===== config.mk =====
export PLATFORM = sky130hd
export DESIGN_NAME = bounded_unique_set
export DESIGN_NICKNAME = d
export VERILOG_FILES = /design/src/rtl/bset_pkg.sv /design/src/rtl/bset_dp.sv /design/src/rtl/bset_ctrl.sv /design/src/rtl/bounded_unique_set.sv
export SDC_FILE = /design/constraint.sdc
export NUM_CORES = 2
export LEC_CHECK = 0
export BUFFER_PORTS_ARGS = -buffer_cell sky130_fd_sc_hd__buf_2
export CORE_ASPECT_RATIO = 1.2
export CORE_MARGIN = 3
export CORE_UTILIZATION = 47
export DETAILED_ROUTE_END_ITERATION = 12
export GPL_TIMING_DRIVEN = 0
export PLACE_DENSITY_LB_ADDON = 0.15
export SYNTH_ARGS = -nofsm -noshare
export SYNTH_HDL_FRONTEND = slang
export SYNTH_SLANG_ARGS = --single-unit

===== constraint.sdc =====
create_clock -name clock -period 7.4 [get_ports clock]
set_clock_uncertainty 0.1 [all_clocks]
set_input_delay 0 -clock clock [delete_from_list [all_inputs] [get_ports clock]]
set_output_delay 0 -clock clock [all_outputs]
set_load 0.03 [all_outputs]

===== src/rtl/bset_pkg.sv =====
// bset_pkg: shared types and constants for the bounded unique set
// request/response payload structs, codes, controller state enum
// no dependencies
package bset_pkg;

   // storage depth and field widths
   localparam int MAX_ENTRIES = 128;
   localparam int IDX_W       = 7;
   localparam int CNT_W       = 8;
   localparam int VAL_W       = 32;

   // capacity after reset
   localparam logic [CNT_W-1:0] CAP_RESET = 8'd128;

   // request kinds
   localparam logic [1:0] REQ_APPEND = 2'd0;
   localparam logic [1:0] REQ_LOOKUP = 2'd1;
   localparam logic [1:0] REQ_CLEAR  = 2'd2;
   localparam logic [1:0] REQ_NOP    = 2'd3;

   // response status codes
   localparam logic [1:0] STAT_OK       = 2'd0;
   localparam logic [1:0] STAT_FULL     = 2'd1;
   localparam logic [1:0] STAT_DUP      = 2'd2;
   localparam logic [1:0] STAT_NOTFOUND = 2'd3;

   typedef struct packed {
      logic [1:0]              req_type;
      logic signed [VAL_W-1:0] value;
   } bset_req_type;

   typedef struct packed {
      logic [1:0]       status;
      logic [IDX_W-1:0] position;
      logic [CNT_W-1:0] entry_count;
      logic             is_full;
   } bset_rsp_type;

   typedef enum logic [1:0] {
      ST_IDLE,
      ST_SCAN,
      ST_RESP
   } bset_state_type;

   // controller to datapath
   typedef struct packed {
      logic load_req;
      logic scan_step;
      logic finish;
      logic load_rsp;
   } bset_cmd_type;

   // datapath to controller
   typedef struct packed {
      logic [1:0] kind;
      logic       full;
      logic       hit;
      logic       scan_done;
   } bset_stat_type;

endpackage


===== src/rtl/bset_dp.sv =====
// bset_dp: datapath of the bounded unique set
// entry memory, occupancy and capacity registers, scan pipeline, response register
// depends on bset_pkg
module bset_dp (
   input  logic                   clock,
   input  logic                   reset,
   input  bset_pkg::bset_req_type req_data,
   input  logic                   csr_we,
   input  logic [7:0]             csr_wdata,
   input  bset_pkg::bset_cmd_type cmd,
   output bset_pkg::bset_stat_type stat,
   output bset_pkg::bset_rsp_type rsp_data
);

   logic [bset_pkg::VAL_W-1:0] entries_mem [bset_pkg::MAX_ENTRIES];

   bset_pkg::bset_req_type      req_ff;
   logic [bset_pkg::CNT_W-1:0]  occ_ff, occ_in;
   logic [bset_pkg::CNT_W-1:0]  cap_ff;
   logic [bset_pkg::CNT_W-1:0]  eff_cap;
   logic [bset_pkg::CNT_W-1:0]  rd_idx_ff, rd_idx_in;
   logic                        rd_valid_ff, rd_valid_in;
   logic [bset_pkg::VAL_W-1:0]  rd_data_ff;
   logic [bset_pkg::IDX_W-1:0]  cmp_idx_ff;
   logic [1:0]                  res_status_ff, res_status_in;
   logic [bset_pkg::IDX_W-1:0]  res_pos_ff, res_pos_in;
   bset_pkg::bset_rsp_type      rsp_ff;
   logic                        more;
   logic                        full;
   logic                        hit;
   logic                        wr_en;

   // capacity clamp and full test
   assign eff_cap = (cap_ff > bset_pkg::CNT_W'(bset_pkg::MAX_ENTRIES))
                    ? bset_pkg::CNT_W'(bset_pkg::MAX_ENTRIES) : cap_ff;
   assign full = (occ_ff >= eff_cap);

   // scan compare on the registered read
   assign more = (rd_idx_ff < occ_ff);
   assign hit  = rd_valid_ff && (rd_data_ff == req_ff.value);

   assign stat.kind      = req_ff.req_type;
   assign stat.full      = full;
   assign stat.hit       = hit;
   assign stat.scan_done = !more && !hit;

   // scan address and in-flight flag
   always_comb begin
      rd_idx_in   = rd_idx_ff;
      rd_valid_in = 1'b0;
      if (cmd.load_req) begin
         rd_idx_in = '0;
      end else if (cmd.scan_step && more) begin
         rd_idx_in   = rd_idx_ff + 1'b1;
         rd_valid_in = 1'b1;
      end
   end

   // outcome of the request and its effect on occupancy
   always_comb begin
      res_status_in = res_status_ff;
      res_pos_in    = res_pos_ff;
      occ_in        = occ_ff;
      wr_en         = 1'b0;
      if (cmd.finish) begin
         res_status_in = bset_pkg::STAT_OK;
         res_pos_in    = '0;
         case (req_ff.req_type)
            bset_pkg::REQ_APPEND: begin
               if (full) begin
                  res_status_in = bset_pkg::STAT_FULL;
               end else if (hit) begin
                  res_status_in = bset_pkg::STAT_DUP;
               end else begin
                  res_pos_in = occ_ff[bset_pkg::IDX_W-1:0];
                  occ_in     = occ_ff + 1'b1;
                  wr_en      = 1'b1;
               end
            end
            bset_pkg::REQ_LOOKUP: begin
               if (hit) begin
                  res_pos_in = cmp_idx_ff;
               end else begin
                  res_status_in = bset_pkg::STAT_NOTFOUND;
               end
            end
            bset_pkg::REQ_CLEAR: begin
               occ_in = '0;
            end
            default: begin
            end
         endcase
      end
   end

   // control registers
   always_ff @(posedge clock) begin
      if (reset) begin
         occ_ff      <= '0;
         cap_ff      <= bset_pkg::CAP_RESET;
         rd_idx_ff   <= '0;
         rd_valid_ff <= 1'b0;
      end else begin
         occ_ff      <= occ_in;
         rd_idx_ff   <= rd_idx_in;
         rd_valid_ff <= rd_valid_in;
         if (csr_we) begin
            cap_ff <= csr_wdata;
         end
      end
   end

   // payload registers
   always_ff @(posedge clock) begin
      if (cmd.load_req) begin
         req_ff <= req_data;
      end
      res_status_ff <= res_status_in;
      res_pos_ff    <= res_pos_in;
      if (cmd.load_rsp) begin
         rsp_ff.status      <= res_status_ff;
         rsp_ff.position    <= res_pos_ff;
         rsp_ff.entry_count <= occ_ff;
         rsp_ff.is_full     <= full;
      end
   end

   // entry memory, one write and one registered read port
   always_ff @(posedge clock) begin
      if (wr_en) begin
         entries_mem[occ_ff[bset_pkg::IDX_W-1:0]] <= req_ff.value;
      end
      rd_data_ff <= entries_mem[rd_idx_ff[bset_pkg::IDX_W-1:0]];
      cmp_idx_ff <= rd_idx_ff[bset_pkg::IDX_W-1:0];
   end

   assign rsp_data = rsp_ff;

endmodule


===== src/rtl/bset_ctrl.sv =====
// bset_ctrl: controller of the bounded unique set
// request/response handshake and scan sequencing
// depends on bset_pkg
module bset_ctrl (
   input  logic                    clock,
   input  logic                    reset,
   input  logic                    req_valid,
   output logic                    req_ready,
   output logic                    rsp_valid,
   input  logic                    rsp_ready,
   input  bset_pkg::bset_stat_type stat,
   output bset_pkg::bset_cmd_type  cmd
);

   bset_pkg::bset_state_type state_ff, state_in;
   logic                     rsp_valid_ff, rsp_valid_in;
   logic                     accept;
   logic                     decided;
   logic                     slot_free;

   assign accept    = req_valid && (state_ff == bset_pkg::ST_IDLE);
   assign slot_free = !rsp_valid_ff || rsp_ready;

   // scan ends on clear, no-op, full append, a match or the last entry
   always_comb begin
      case (stat.kind)
         bset_pkg::REQ_APPEND: decided = stat.full || stat.hit || stat.scan_done;
         bset_pkg::REQ_LOOKUP: decided = stat.hit || stat.scan_done;
         default:              decided = 1'b1;
      endcase
   end

   // next state
   always_comb begin
      state_in = state_ff;
      unique case (state_ff)
         bset_pkg::ST_IDLE: begin
            if (accept) state_in = bset_pkg::ST_SCAN;
         end
         bset_pkg::ST_SCAN: begin
            if (decided) state_in = bset_pkg::ST_RESP;
         end
         bset_pkg::ST_RESP: begin
            if (slot_free) state_in = bset_pkg::ST_IDLE;
         end
         default: state_in = bset_pkg::ST_IDLE;
      endcase
   end

   // commands
   always_comb begin
      cmd = '0;
      unique case (state_ff)
         bset_pkg::ST_IDLE: begin
            cmd.load_req = accept;
         end
         bset_pkg::ST_SCAN: begin
            cmd.scan_step = 1'b1;
            cmd.finish    = decided;
         end
         bset_pkg::ST_RESP: begin
            cmd.load_rsp = slot_free;
         end
         default: begin
         end
      endcase
   end

   // response valid
   always_comb begin
      rsp_valid_in = rsp_valid_ff;
      if (cmd.load_rsp) begin
         rsp_valid_in = 1'b1;
      end else if (rsp_ready) begin
         rsp_valid_in = 1'b0;
      end
   end

   always_ff @(posedge clock) begin
      if (reset) begin
         state_ff     <= bset_pkg::ST_IDLE;
         rsp_valid_ff <= 1'b0;
      end else begin
         state_ff     <= state_in;
         rsp_valid_ff <= rsp_valid_in;
      end
   end

   assign req_ready = (state_ff == bset_pkg::ST_IDLE);
   assign rsp_valid = rsp_valid_ff;

endmodule


===== src/rtl/bounded_unique_set.sv =====
// bounded_unique_set: insertion-ordered set of unique 32-bit values
// scan: one stored entry per cycle until a match or the last entry; clear, no-op and
//   full append end the scan at once; the response is loaded once the output slot is free
// one request at a time: the next is accepted only after the last response is loaded
// reset: synchronous; empties the set, capacity 128, entry memory left unwritten
// depends on bset_pkg, bset_ctrl, bset_dp
module bounded_unique_set (
   input  logic                   clock,
   input  logic                   reset,
   input  logic                   req_valid,
   output logic                   req_ready,
   input  bset_pkg::bset_req_type req_data,
   output logic                   rsp_valid,
   input  logic                   rsp_ready,
   output bset_pkg::bset_rsp_type rsp_data,
   input  logic                   csr_we,
   input  logic [7:0]             csr_wdata
);

   bset_pkg::bset_cmd_type  cmd;
   bset_pkg::bset_stat_type stat;

   bset_ctrl u_ctrl (
      .clock     (clock),
      .reset     (reset),
      .req_valid (req_valid),
      .req_ready (req_ready),
      .rsp_valid (rsp_valid),
      .rsp_ready (rsp_ready),
      .stat      (stat),
      .cmd       (cmd)
   );

   bset_dp u_dp (
      .clock     (clock),
      .reset     (reset),
      .req_data  (req_data),
      .csr_we    (csr_we),
      .csr_wdata (csr_wdata),
      .cmd       (cmd),
      .stat      (stat),
      .rsp_data  (rsp_data)
   );

   // one request at a time: no accept right after an accept
   a_one_in_flight: assert property (@(posedge clock) disable iff (reset)
      req_valid && req_ready |=> !req_ready)
      else $error("request accepted while busy");

   // count never exceeds the storage depth
   a_count_bound: assert property (@(posedge clock) disable iff (reset)
      rsp_valid |-> rsp_data.entry_count <= 8'(bset_pkg::MAX_ENTRIES))
      else $error("entry count above depth");

   // refused or missing requests report position zero
   a_pos_zero: assert property (@(posedge clock) disable iff (reset)
      rsp_valid && (rsp_data.status == bset_pkg::STAT_DUP ||
                    rsp_data.status == bset_pkg::STAT_NOTFOUND ||
                    rsp_data.status == bset_pkg::STAT_FULL)
      |-> rsp_data.position == '0)
      else $error("nonzero position on refused request");

endmodule


==> run summary <==
Post-Synthesis Cells: 6873
Post-synthesis cell area: 161000 um^2
Worst r2r path cells: 11
Fin nets: 7845
CTS tree: done
Core Area: 340000 um^2
Gr ovfl total: 0
Worst Hold Class: input port to flop
VDD IR-drop max: 0.000194 V
Worst-Margin Slew: 1.62 ns
Clock Root Buffer: clkbuf_16
Setup crit start kind: flop
Largest net degree at the start of global routing: 42
# port buffers: 64
Max-slew headroom: -7.75%
Fin Hold WS: 0.215 ns
CP endpoint kind: flop
Slowest CP cell: nand4_1
Unique masters post-synth: 61
Initial antenna violation count: 31
Pwr/cell area: 255 nW/um^2
Initial Utilization: 47.4%
Worst setup slack after placement: 1.10 ns
Area Growth Syn to Fin: 17.8%
Rows: 234
Largest stage delay, worst path: 1.30 ns
Buf+Inv Stages, Crit Path: 5
Cell mode on critical path: buf_16
CP top delay family: simple AND/OR/NAND/NOR gates
Number of global-route vias before repair: 81600
CTS max path bufs: 4
Outcome: finished, violations left
Ys flop type: edfxtp_1
# IOs: 67
CP cell instances: buf_16 > buf_16 > buf_16 > xnor2_1 > nand4_1 > nor4_1 > a31oi_2 > nand4_1 > buf_2 > nor2_4 > buf_12
Leakage power: 58.2 nW
Vias per std cell: 6.57
CTS H-Tree Depth: 5
Worst EP arrival: 7.19 ns
Critical Path Fanout Max: 29
Overall Global Routing Usage: 30.5%
Max Clock Freq: 149 MHz
CTS Buf Count: 410
Synth Register Bits: 4224
First-pass GRT wire length: 717000 um
Slew Viols, Final: 58
Total Power: 0.0485 W
Asr flop ratio synth: 0%
Max cap viols: 7
Clk Latency, worst-skew pair: 0.93 ns
Hold path depth: 3
First-pass DRT Iterations: 8
Reg clk slew, reported paths: 0.07 ns
CP Depth: 11
Failing checks: capacitance limit, slew limit
Period utilisation layout: 90.4%
Placer Congestion: 0.960
Avg WL per Cell: 42.5 um
Yosys warnings: 0
Fin util: 55.8%
Layout cells sized above 1: 31.2%
DRC violations left: 0
Die width: 541 um
Post-synth EDFFs: 4157
Post-synthesis sequential area ratio: 78.3%
Chip height: 647 um
Final worst slack: 0.708 ns
Tmin final: 6.69 ns
Post-synth net total: 6937
Clock Sinks: 4224
Routed Antenna Nets: 0
Crit path kind: flop to flop
Setup_tns: 0 ns
Mean Syn Cell Area: 23.4 um^2
Die Area: 350000 um^2
Vias after detailed routing: 82900
Final setup viols: 0
Worst Path Required: 7.89 ns
Final Hold Fails: 0
Final wirelength: 536000 um
DP HPWL: 367000 um
1st-iter DRT viols: 13500
RSZ-0062 raised after global routing: no
## layout make-up
type	count	area, um^2
plain buffers	380	1920
well taps	4484	5610
clock buffers	505	10900
inverters	14	52.6
repair buffers	496	8760
diodes	15	37.5
flip-flops and latches	4224	126000
fillers	24900	150000
multi-input cells	2255	34100
clock inverters	242	2270
## worst min-delay path: stages
cell           delay, ns
dlygate4sd3_1       0.54
buf_2               0.12
and2_2              0.33
## where the power goes
group	switching [W]	internal [W]
Sequential	0.0000760	0.0264
Clock	0.00903	0.0118
Combinational	0.000728	0.000418
## metrics by stage
step / area [um^2] / cells
2_1_floorplan: 161000 / 6873
3_3_place_gp: 167000 / 11400
3_5_place_dp: 176000 / 11700
4_1_cts: 190000 / 12600
5_1_grt: 190000 / 12600
6_report: 190000 / 12600
## worst paths after layout
check / to / slack [ns] / startpoint
worst min-delay path: u_dp.stat[4] / 0.21 / req_valid
worst min register to register: u_dp.rsp_data[16] / 0.32 / u_dp.res_status_ff[0]
worst max register to register: u_dp.entries_mem[106][10] / 0.71 / u_dp.req_ff[25]
worst max-delay path: u_dp.entries_mem[106][10] / 0.71 / u_dp.req_ff[25]
## routing by layer
layer,wire [um],track usage (%),vias up
met4,33600,15.5,6
li1,-,-,31400
met5,32,0.0410,-
met1,194000,40.0,45200
met3,55600,7.23,1003
met2,252000,48.1,5323
## placed cells by master, fill, tap and decap left out, drive strengths merged, types with 15 or more instances in the layout
cell,netlist,final
nand4,17,17
dlygate4sd3,0,103
nor4,33,33
a21oi,60,60
nand2,54,54
edfxtp,4157,4157
clkinvlp,0,18
mux2i,186,186
buf,249,640
a22o,15,15
ha,17,17
clkinv,2,175
xnor2,35,35
mux2,84,84
o22ai,62,62
a211oi,110,110
o221ai,25,25
dfxtp,67,67
o21ai,33,33
nand3,16,16
mux4,1089,1089
clkbuf,131,638
bufinv,0,41
a311o,20,20
nor2,169,169
diode,0,15
nor3,15,15
nor2b,64,64
inv,12,22
a22oi,65,65
## cells in the mapped netlist (35+ instances only)
cell | instances | area, um^2
nand2_1 | 54 | 203
buf_4 | 64 | 480
xnor2_1 | 35 | 307
clkbuf_1 | 131 | 492
a22oi_1 | 65 | 488
edfxtp_1 | 4157 | 125000
buf_1 | 47 | 176
dfxtp_1 | 67 | 1340
nor2_1 | 169 | 634
a211oi_1 | 110 | 826
mux4_2 | 1089 | 24500
nor2b_1 | 64 | 400
o22ai_1 | 62 | 388
buf_2 | 128 | 641
mux2i_1 | 186 | 1860
a21oi_1 | 60 | 300
mux2_2 | 84 | 946
## logic make-up after synthesis
kind of cell	after synthesis	synth area share (%)
mux	1359	17.0
xor+xnor	38	0.207
compound gates	433	1.92
buf+inv	394	1.21
flops	4224	78.3
fa+ha+maj	17	0.132
simple gates	408	1.26
## sequential cells by signal, indices dropped and copies added, names as in the netlist, 8 cells and up
signal            count
u_dp.occ_ff           8
u_dp.req_ff          32
u_dp.rd_idx_ff        8
u_dp.rd_data_ff      32
u_dp.cap_ff           8
u_dp.entries_mem   4096
u_dp.rsp_data        18
## what timing repair did
item                                    4_1_cts  5_1_grt
gates resized for setup                       0        0
hold buffers                                103        0
hold endpoints to repair                    111        0
setup buffers                                 0        0
endpoints found under the setup margin        0        0
Power figures use the tool's default switching activity.
